$ cat config.mk
export PLATFORM = sky130hd
export DESIGN_NAME = stack_vm_instruction_splitter_unit
export DESIGN_NICKNAME = d
export VERILOG_FILES = /design/src/design/svis_pkg.sv /design/src/design/svis_front.sv /design/src/design/svis_fifo.sv /design/src/design/svis_back.sv /design/src/design/stack_vm_instruction_splitter_unit.sv
export SDC_FILE = /design/constraint.sdc
export NUM_CORES = 1
export LEC_CHECK = 0
export CAP_MARGIN = 0
export CORE_ASPECT_RATIO = 1.25
export CORE_MARGIN = 2
export CORE_UTILIZATION = 35
export DETAILED_ROUTE_END_ITERATION = 10
export DONT_BUFFER_PORTS = 1
export GPL_ROUTABILITY_DRIVEN = 0
export SYNTH_ARGS = -nofsm -noshare
export SYNTH_HDL_FRONTEND = slang
export SYNTH_SLANG_ARGS = --single-unit
$ cat constraint.sdc
create_clock -name aclk -period 4.3 [get_ports aclk]
set_input_delay 0.215 -clock aclk [delete_from_list [all_inputs] [get_ports aclk]]
set_output_delay 0.215 -clock aclk [all_outputs]
set_load 0.01 [all_outputs]
$ cat src/design/svis_pkg.sv
// Shared types, constants and decode functions for the stack VM instruction splitter.
package svis_pkg;

    localparam logic [7:0] LIT_MASK  = 8'h9f;
    localparam logic [7:0] LIT_CODE  = 8'h80;
    localparam logic [15:0] LOAD_BASE_RESET = 16'h0100;

    localparam logic [1:0] CLASS_BREAK    = 2'd0;
    localparam logic [1:0] CLASS_RESERVED = 2'd1;
    localparam logic [1:0] CLASS_LITERAL  = 2'd2;
    localparam logic [1:0] CLASS_ORDINARY = 2'd3;

    localparam logic [1:0] REG_LOAD_BASE = 2'd0;

    localparam int FIFO_DEPTH = 2;

    typedef struct packed {
        logic [15:0] address;
        logic [1:0]  byte_count;
        logic [7:0]  first_byte;
        logic [7:0]  second_byte;
        logic [7:0]  third_byte;
        logic        truncated;
    } instr_rec_t;

    typedef struct packed {
        logic [1:0] instr_class;
        logic [4:0] op_index;
        logic       show_short;
        logic       show_keep;
        logic       show_return;
    } instr_info_t;

    function automatic logic is_literal(input logic [7:0] op);
        is_literal = ((op & LIT_MASK) == LIT_CODE);
    endfunction

    function automatic instr_info_t classify(input logic [7:0] op, input logic trunc);
        instr_info_t info;
        info = '0;
        if (!trunc) begin
            if (op[4:0] != 5'd0) begin
                info.instr_class = CLASS_ORDINARY;
                info.op_index    = op[4:0];
                info.show_short  = op[5];
                info.show_keep   = op[7];
                info.show_return = op[6];
            end else if (op[7]) begin
                info.instr_class = CLASS_LITERAL;
                info.op_index    = {2'b00, op[7:5]};
                info.show_short  = op[5];
                info.show_return = op[6];
            end else begin
                info.op_index    = {2'b00, op[7:5]};
                info.instr_class = (op[7:5] == 3'd0) ? CLASS_BREAK : CLASS_RESERVED;
            end
        end
        classify = info;
    endfunction

endpackage

$ cat src/design/svis_front.sv
// Front end: accepts image bytes and groups them into instruction records.
module svis_front (
    input  logic                aclk,
    input  logic                aresetn,
    input  logic [15:0]         load_base,
    input  logic                in_valid,
    output logic                in_ready,
    input  logic [7:0]          in_byte,
    input  logic                in_last,
    output logic                push,
    input  logic                push_ready,
    output svis_pkg::instr_rec_t push_rec
);

    logic [15:0] pos_reg, pos_next;
    logic [15:0] start_reg, start_next;
    logic [1:0]  need_reg, need_next;
    logic [1:0]  held_reg, held_next;
    logic [7:0]  opcode_reg, opcode_next;
    logic [7:0]  imm_reg, imm_next;
    logic        accept;
    logic        emit;
    logic        start_new;

    assign in_ready  = push_ready;
    assign accept    = in_valid && push_ready;
    assign start_new = (held_reg == 2'd0) || (need_reg == 2'd0);
    assign push      = accept && emit;

    always_comb begin
        pos_next    = pos_reg;
        start_next  = start_reg;
        need_next   = need_reg;
        held_next   = held_reg;
        opcode_next = opcode_reg;
        imm_next    = imm_reg;
        emit        = 1'b0;
        push_rec    = '0;
        push_rec.address = load_base + (start_new ? pos_reg : start_reg);
        if (start_new) begin
            push_rec.byte_count = 2'd1;
            push_rec.first_byte = in_byte;
            if (!svis_pkg::is_literal(in_byte)) begin
                emit = 1'b1;
            end else if (in_last) begin
                emit = 1'b1;
                push_rec.truncated = 1'b1;
            end
        end else if (need_reg == 2'd1) begin
            emit = 1'b1;
            push_rec.first_byte = opcode_reg;
            if (held_reg >= 2'd2) begin
                push_rec.byte_count  = 2'd3;
                push_rec.second_byte = imm_reg;
                push_rec.third_byte  = in_byte;
            end else begin
                push_rec.byte_count  = 2'd2;
                push_rec.second_byte = in_byte;
            end
        end else begin
            push_rec.first_byte  = opcode_reg;
            push_rec.second_byte = in_byte;
            push_rec.byte_count  = 2'd2;
            if (in_last) begin
                emit = 1'b1;
                push_rec.truncated = 1'b1;
            end
        end

        if (accept) begin
            if (start_new) begin
                start_next  = pos_reg;
                opcode_next = in_byte;
                if (emit) begin
                    held_next = 2'd0;
                    need_next = 2'd0;
                end else begin
                    held_next = 2'd1;
                    need_next = in_byte[5] ? 2'd2 : 2'd1;
                end
            end else if (emit) begin
                held_next = 2'd0;
                need_next = 2'd0;
            end else begin
                imm_next  = in_byte;
                held_next = 2'd2;
                need_next = 2'd1;
            end
            if (in_last) begin
                pos_next  = '0;
                held_next = 2'd0;
                need_next = 2'd0;
            end else begin
                pos_next = pos_reg + 16'd1;
            end
        end
    end

    always_ff @(posedge aclk) begin
        if (!aresetn) begin
            pos_reg    <= '0;
            start_reg  <= '0;
            need_reg   <= '0;
            held_reg   <= '0;
            opcode_reg <= '0;
            imm_reg    <= '0;
        end else begin
            pos_reg    <= pos_next;
            start_reg  <= start_next;
            need_reg   <= need_next;
            held_reg   <= held_next;
            opcode_reg <= opcode_next;
            imm_reg    <= imm_next;
        end
    end

endmodule

$ cat src/design/svis_fifo.sv
// Two-entry queue of instruction records between the front and back ends.
module svis_fifo (
    input  logic                 aclk,
    input  logic                 aresetn,
    input  logic                 push,
    output logic                 push_ready,
    input  svis_pkg::instr_rec_t push_rec,
    output logic                 pop_valid,
    input  logic                 pop,
    output svis_pkg::instr_rec_t pop_rec
);

    svis_pkg::instr_rec_t mem_reg [svis_pkg::FIFO_DEPTH];
    logic [$clog2(svis_pkg::FIFO_DEPTH+1)-1:0] count_reg, count_next;
    logic [$clog2(svis_pkg::FIFO_DEPTH)-1:0]   wr_ptr_reg, rd_ptr_reg;
    logic do_push, do_pop;

    assign push_ready = (count_reg != svis_pkg::FIFO_DEPTH[$bits(count_reg)-1:0]);
    assign pop_valid  = (count_reg != '0);
    assign do_push    = push && push_ready;
    assign do_pop     = pop && pop_valid;
    assign pop_rec    = mem_reg[rd_ptr_reg];

    always_comb begin
        count_next = count_reg;
        if (do_push && !do_pop) begin
            count_next = count_reg + 1'b1;
        end else if (do_pop && !do_push) begin
            count_next = count_reg - 1'b1;
        end
    end

    always_ff @(posedge aclk) begin
        if (do_push) begin
            mem_reg[wr_ptr_reg] <= push_rec;
        end
    end

    always_ff @(posedge aclk) begin
        if (!aresetn) begin
            count_reg  <= '0;
            wr_ptr_reg <= '0;
            rd_ptr_reg <= '0;
        end else begin
            count_reg <= count_next;
            if (do_push) begin
                wr_ptr_reg <= wr_ptr_reg + 1'b1;
            end
            if (do_pop) begin
                rd_ptr_reg <= rd_ptr_reg + 1'b1;
            end
        end
    end

endmodule

$ cat src/design/svis_back.sv
// Back end: classifies queued records and holds the result in the output register.
module svis_back (
    input  logic                 aclk,
    input  logic                 aresetn,
    input  logic                 rec_valid,
    output logic                 rec_pop,
    input  svis_pkg::instr_rec_t rec,
    output logic                 out_valid,
    input  logic                 out_ready,
    output logic [55:0]          out_data,
    output logic                 out_trunc
);

    logic                  valid_reg;
    svis_pkg::instr_rec_t  rec_reg;
    svis_pkg::instr_info_t info_reg;

    assign rec_pop   = rec_valid && (!valid_reg || out_ready);
    assign out_valid = valid_reg;
    assign out_trunc = rec_reg.truncated;
    assign out_data  = {4'b0000,
                        info_reg.show_return, info_reg.show_keep, info_reg.show_short,
                        info_reg.op_index, info_reg.instr_class,
                        rec_reg.third_byte, rec_reg.second_byte, rec_reg.first_byte,
                        rec_reg.byte_count, rec_reg.address};

    always_ff @(posedge aclk) begin
        if (rec_pop) begin
            rec_reg  <= rec;
            info_reg <= svis_pkg::classify(rec.first_byte, rec.truncated);
        end
    end

    always_ff @(posedge aclk) begin
        if (!aresetn) begin
            valid_reg <= 1'b0;
        end else if (rec_pop) begin
            valid_reg <= 1'b1;
        end else if (out_ready) begin
            valid_reg <= 1'b0;
        end
    end

endmodule

$ cat src/design/stack_vm_instruction_splitter_unit.sv
// Top level of the stack VM instruction splitter: front end, queue, back end and register port.
//
//  Channel  Direction  Transfer                 Payload
//  s_*      in         one image byte           tdata = byte_value, tlast = last_byte
//  m_*      out        one instruction result   tdata = result fields, tuser = truncated
//  APB      in/out     register access          load_base at address 0
//
// One byte is taken per cycle while s_tready is high; a result passes through the queue and the output register.
// The front end updates its registered grouping state with every byte that it accepts.
// Reset is synchronous and active low; it clears position and grouping state and
// sets load_base to 0x0100. A stalled result side fills the two-entry queue and the
// output register before s_tready drops.
module stack_vm_instruction_splitter_unit (
    input  logic        aclk,
    input  logic        aresetn,
    input  logic        s_tvalid,
    output logic        s_tready,
    input  logic [7:0]  s_tdata,   // [7:0] byte_value
    input  logic        s_tlast,
    output logic        m_tvalid,
    input  logic        m_tready,
    output logic [55:0] m_tdata,   // address, byte_count, first_byte, second_byte, third_byte,
                                   // instr_class, op_index, show_short, show_keep, show_return
    output logic        m_tuser,   // [0] truncated
    input  logic        psel,
    input  logic        penable,
    input  logic        pwrite,
    input  logic [1:0]  paddr,
    input  logic [31:0] pwdata,
    output logic [31:0] prdata,
    output logic        pready
);

    logic [15:0]          load_base_reg;
    logic                 push, push_ready, rec_valid, rec_pop;
    svis_pkg::instr_rec_t push_rec, rec;

    assign pready = 1'b1;
    assign prdata = (paddr == svis_pkg::REG_LOAD_BASE) ? {16'h0000, load_base_reg} : 32'h0;

    always_ff @(posedge aclk) begin
        if (!aresetn) begin
            load_base_reg <= svis_pkg::LOAD_BASE_RESET;
        end else if (psel && penable && pwrite && pready
                     && paddr == svis_pkg::REG_LOAD_BASE) begin
            load_base_reg <= pwdata[15:0];
        end
    end

    svis_front u_front (
        .aclk       (aclk),
        .aresetn    (aresetn),
        .load_base  (load_base_reg),
        .in_valid   (s_tvalid),
        .in_ready   (s_tready),
        .in_byte    (s_tdata),
        .in_last    (s_tlast),
        .push       (push),
        .push_ready (push_ready),
        .push_rec   (push_rec)
    );

    svis_fifo u_fifo (
        .aclk       (aclk),
        .aresetn    (aresetn),
        .push       (push),
        .push_ready (push_ready),
        .push_rec   (push_rec),
        .pop_valid  (rec_valid),
        .pop        (rec_pop),
        .pop_rec    (rec)
    );

    svis_back u_back (
        .aclk      (aclk),
        .aresetn   (aresetn),
        .rec_valid (rec_valid),
        .rec_pop   (rec_pop),
        .rec       (rec),
        .out_valid (m_tvalid),
        .out_ready (m_tready),
        .out_data  (m_tdata),
        .out_trunc (m_tuser)
    );

endmodule

==> results.py <==
metrics = {
    "status": {
        "status": "finished, final reports clean",
    },
    "clocking": {
        "post_cts_buffers": 0,
        "cts_buffers": 23,
        "cts_tree": "yes",
        "clock_sink_count": 213,
        "cts_buffer_depth": 3,
        "cts_max_level": 1,
        "insertion_delay_ns": 0.50,
        "ctsRootBufferMaster": "clkbuf_16",
        "clkTransAtPathRegs_ns": 0.06,
    },
    "power": {
        "ir_drop_v": 0.000259,
        "combPwrFrac_pct": 12.0,
        "p_seq_share_pct": 53.9,
        "p_int_w": 0.00407,
        "power.leakage_nw": 3.74,
        "sw_frac_of_total_pct": 26.8,
        "clkPwrFrac_pct": 34.1,
        "switching_power_w": 0.00149,
        "pwr_density_cell_mw_per_mm2": 530,
    },
    "critical_path": {
        "slowest_delay_ns": 0.41,
        "path_max_fanout": 17,
        "endpoint_kind": "flip-flop",
        "critPathArrivalTime_ns": 3.24,
        "worst-setup-path-type": "reg -> reg",
        "crit_path_start_kind": "flip-flop",
        "path_cells": "o22ai_2 > inv_1 > buf_4 > mux2i_1 > inv_1 > ha_1 > a21oi_1 > o211ai_1 > a21oi_1 > o21ai_0 > a31oi_1 > xnor2_1",
        "ff2ff_path_depth": 12,
        "critPathSlowestCell": "dfxtp_1",
        "cp.required_ns": 4.54,
    },
    "drt": {
        "drc_errors": 0,
        "vias": 5582,
        "dr.pass1.iters": 4,
        "via_per_inst": 4.76,
        "antenna_left": 0,
        "wire_per_inst_um": 15.8,
        "wirelength_um": 18500,
        "drt_iter0_drc": 303,
    },
    "logic_synthesis": {
        "synthCells": 790,
        "netlist_area_mm2": 0.00920,
        "synth-edff-count": 139,
        "synth_area_leader_cell": "edfxtp_1",
        "synth_top_flop_cell": "edfxtp_1",
        "async_flop_share_pct": 0,
        "synthTopCellsByArea": "edfxtp_1, dfxtp_1, nand2_1, mux2_2, a21boi_0",
        "ys_ff_latch": 213,
        "synth.avg_cell_area_um2": 11.6,
        "ys_seq_area_share_pct": 61.5,
        "ys_warn_count": 0,
        "ys_types": 56,
        "synth.top_cell.area_share_pct": 45.4,
    },
    "timing": {
        "whs_ns": 0.0148,
        "post-route-period-util_pct": 69.8,
        "rsz0062_at_grt": "no",
        "fin_crit_ns": 3.00,
        "fmax_mhz": 333,
        "relSlewSlack_pct": 21.8,
        "hold_viol": 0,
        "drv_slew": 0,
        "setup_tns_ns": 0,
        "tightest_slew_ns": 1.17,
        "finalSetupViolCount": 0,
        "clock_skew_ns": 0.00977,
    },
    "grt": {
        "overflow": 0,
        "antenna_found_initial": 0,
        "grt_max_degree": 59,
        "grt_pass1_vias": 5507,
        "track_usage_pct": 13.3,
        "grt_pass1_wl_um": 29100,
    },
    "layout": {
        "drive_gt1_share_pct": 12.0,
        "largest_reg_flops": 86,
        "fillers": 2428,
        "diodes": 0,
        "syn_to_final_growth_pct": 13.8,
        "nNetsFinal": 886,
        "utilization_pct": 40.4,
    },
    "job": {
        "max-cap-violations": 0,
    },
    "hold_path": {
        "hold_depth": 2,
        "hp-class": "in -> reg",
    },
    "floorplan": {
        "dieArea_mm2": 0.0276,
        "coreArea_mm2": 0.0259,
        "fp.dieH_um": 185,
        "floorplan.initialDensity_pct": 35.5,
        "ios": 142,
        "rows": 66,
        "die_w_um": 149,
    },
    "placement": {
        "dp_hpwl_um": 12100,
        "port-buffer-count": 0,
    },
}
==> synthesized netlist by cell type (6+ instances only) <==
cell type / instances
o21ai_0: 16
xor2_1: 11
ha_1: 18
inv_1: 14
buf_2: 10
nand2_1: 174
or3_1: 6
nor2_1: 32
mux2_2: 41
and2_1: 27
mux2i_1: 12
xnor2_1: 17
nor2b_1: 19
edfxtp_1: 139
nor3_1: 6
nand3_1: 9
buf_4: 21
a21boi_0: 41
clkbuf_1: 14
a21oi_1: 29
dfxtp_1: 74
==> timing repair <==
action | 4_1_cts | 5_1_grt
endpoints found under the hold margin | 98 | 0
hold buffers | 27 | 0
gates resized for setup | 0 | 0
==> layout make-up <==
| type | instances | area (um2) | share of cell area, % |
|---|---|---|---|
| multi-input cells | 530 | 3270 | 31.3 |
| flip-flops and latches | 213 | 5660 | 54.0 |
| repair buffers | 35 | 340 | 3.25 |
| clock inverters | 15 | 143 | 1.36 |
| well taps | 340 | 425 | 4.06 |
| clock buffers | 25 | 583 | 5.57 |
| inverters | 14 | 52.6 | 0.502 |
==> worst paths after layout <==
kind / start / to / slack, ns
max: u_front.held_reg[1]$_SDFFE_PN0P_ / u_fifo.mem_reg[0][42]$_DFFE_PP_ / 1.30
min: s_tdata[1] / u_fifo.mem_reg[0][10]$_DFFE_PP_ / 0.01
max reg2reg: u_front.held_reg[1]$_SDFFE_PN0P_ / u_fifo.mem_reg[0][42]$_DFFE_PP_ / 1.30
min reg2reg: u_front.opcode_reg[7]$_SDFFE_PN0P_ / u_front.opcode_reg[7]$_SDFFE_PN0P_ / 0.46
==> metal layers <==
metal  up-vias  track usage, %  part of all wire [%]
li1       2772               -                     -
met1      2660            15.5                    41
met2       126            25.0                    53
met3        24            2.34                   4.2
met4         0            3.73                   1.8
met5         -               0                     0
==> through the flow <==
| step | area [um2] | total power, W | cells | worst slack (ns) |
|---|---|---|---|---|
| after floorplan | 9270 | 0.00352 | 809 | 0.0559 |
| after global placement | 9470 | 0.00368 | 1105 | 1.34 |
| after detailed placement | 9470 | 0.00369 | 1105 | 1.32 |
| after CTS | 10500 | 0.00564 | 1172 | 1.28 |
| after global routing | 10500 | 0.00581 | 1172 | 1.02 |
| final | 10500 | 0.00556 | 1172 | 1.30 |
==> cells by family after synthesis <==
family,after synthesis,synth area share (%)
flops,213,61.5
xor+xnor,28,2.67
simple gates,296,14.8
buf+inv,66,3.94
mux,53,6.32
compound gates,113,8.01
fa+ha+maj,19,2.67
other cells,2,0.0816
==> layout by cell type (no fill, tap or decap), types with 23 or more instances in the layout <==
cell / instances
edfxtp_1: 139
a21oi_1: 29
nand2_1: 174
mux2_2: 41
dlygate4sd3_1: 26
and2_1: 26
dfxtp_1: 73
nor2_1: 31
clkbuf_16: 23
a21boi_0: 41
==> critical path, delay by kind of cell (launching register included) <==
kind	cells	cell delay, ns
compound gates	6	1.20
flops	1	0.41
buf+inv	3	0.38
mux	1	0.31
fa+ha+maj	1	0.27
xor+xnor	1	0.16
==> power groups by stage <==
stage	Sequential, W	Clock [W]	Combinational [W]
3_5_place_dp	0.00305	0	0.000643
6_report	0.00300	0.00189	0.000667
5_1_grt	0.00305	0.00202	0.000747
2_1_floorplan	0.00298	0	0.000532
4_1_cts	0.00301	0.00195	0.000682
3_3_place_gp	0.00304	0	0.000641
(Power assumes the default switching activity.)
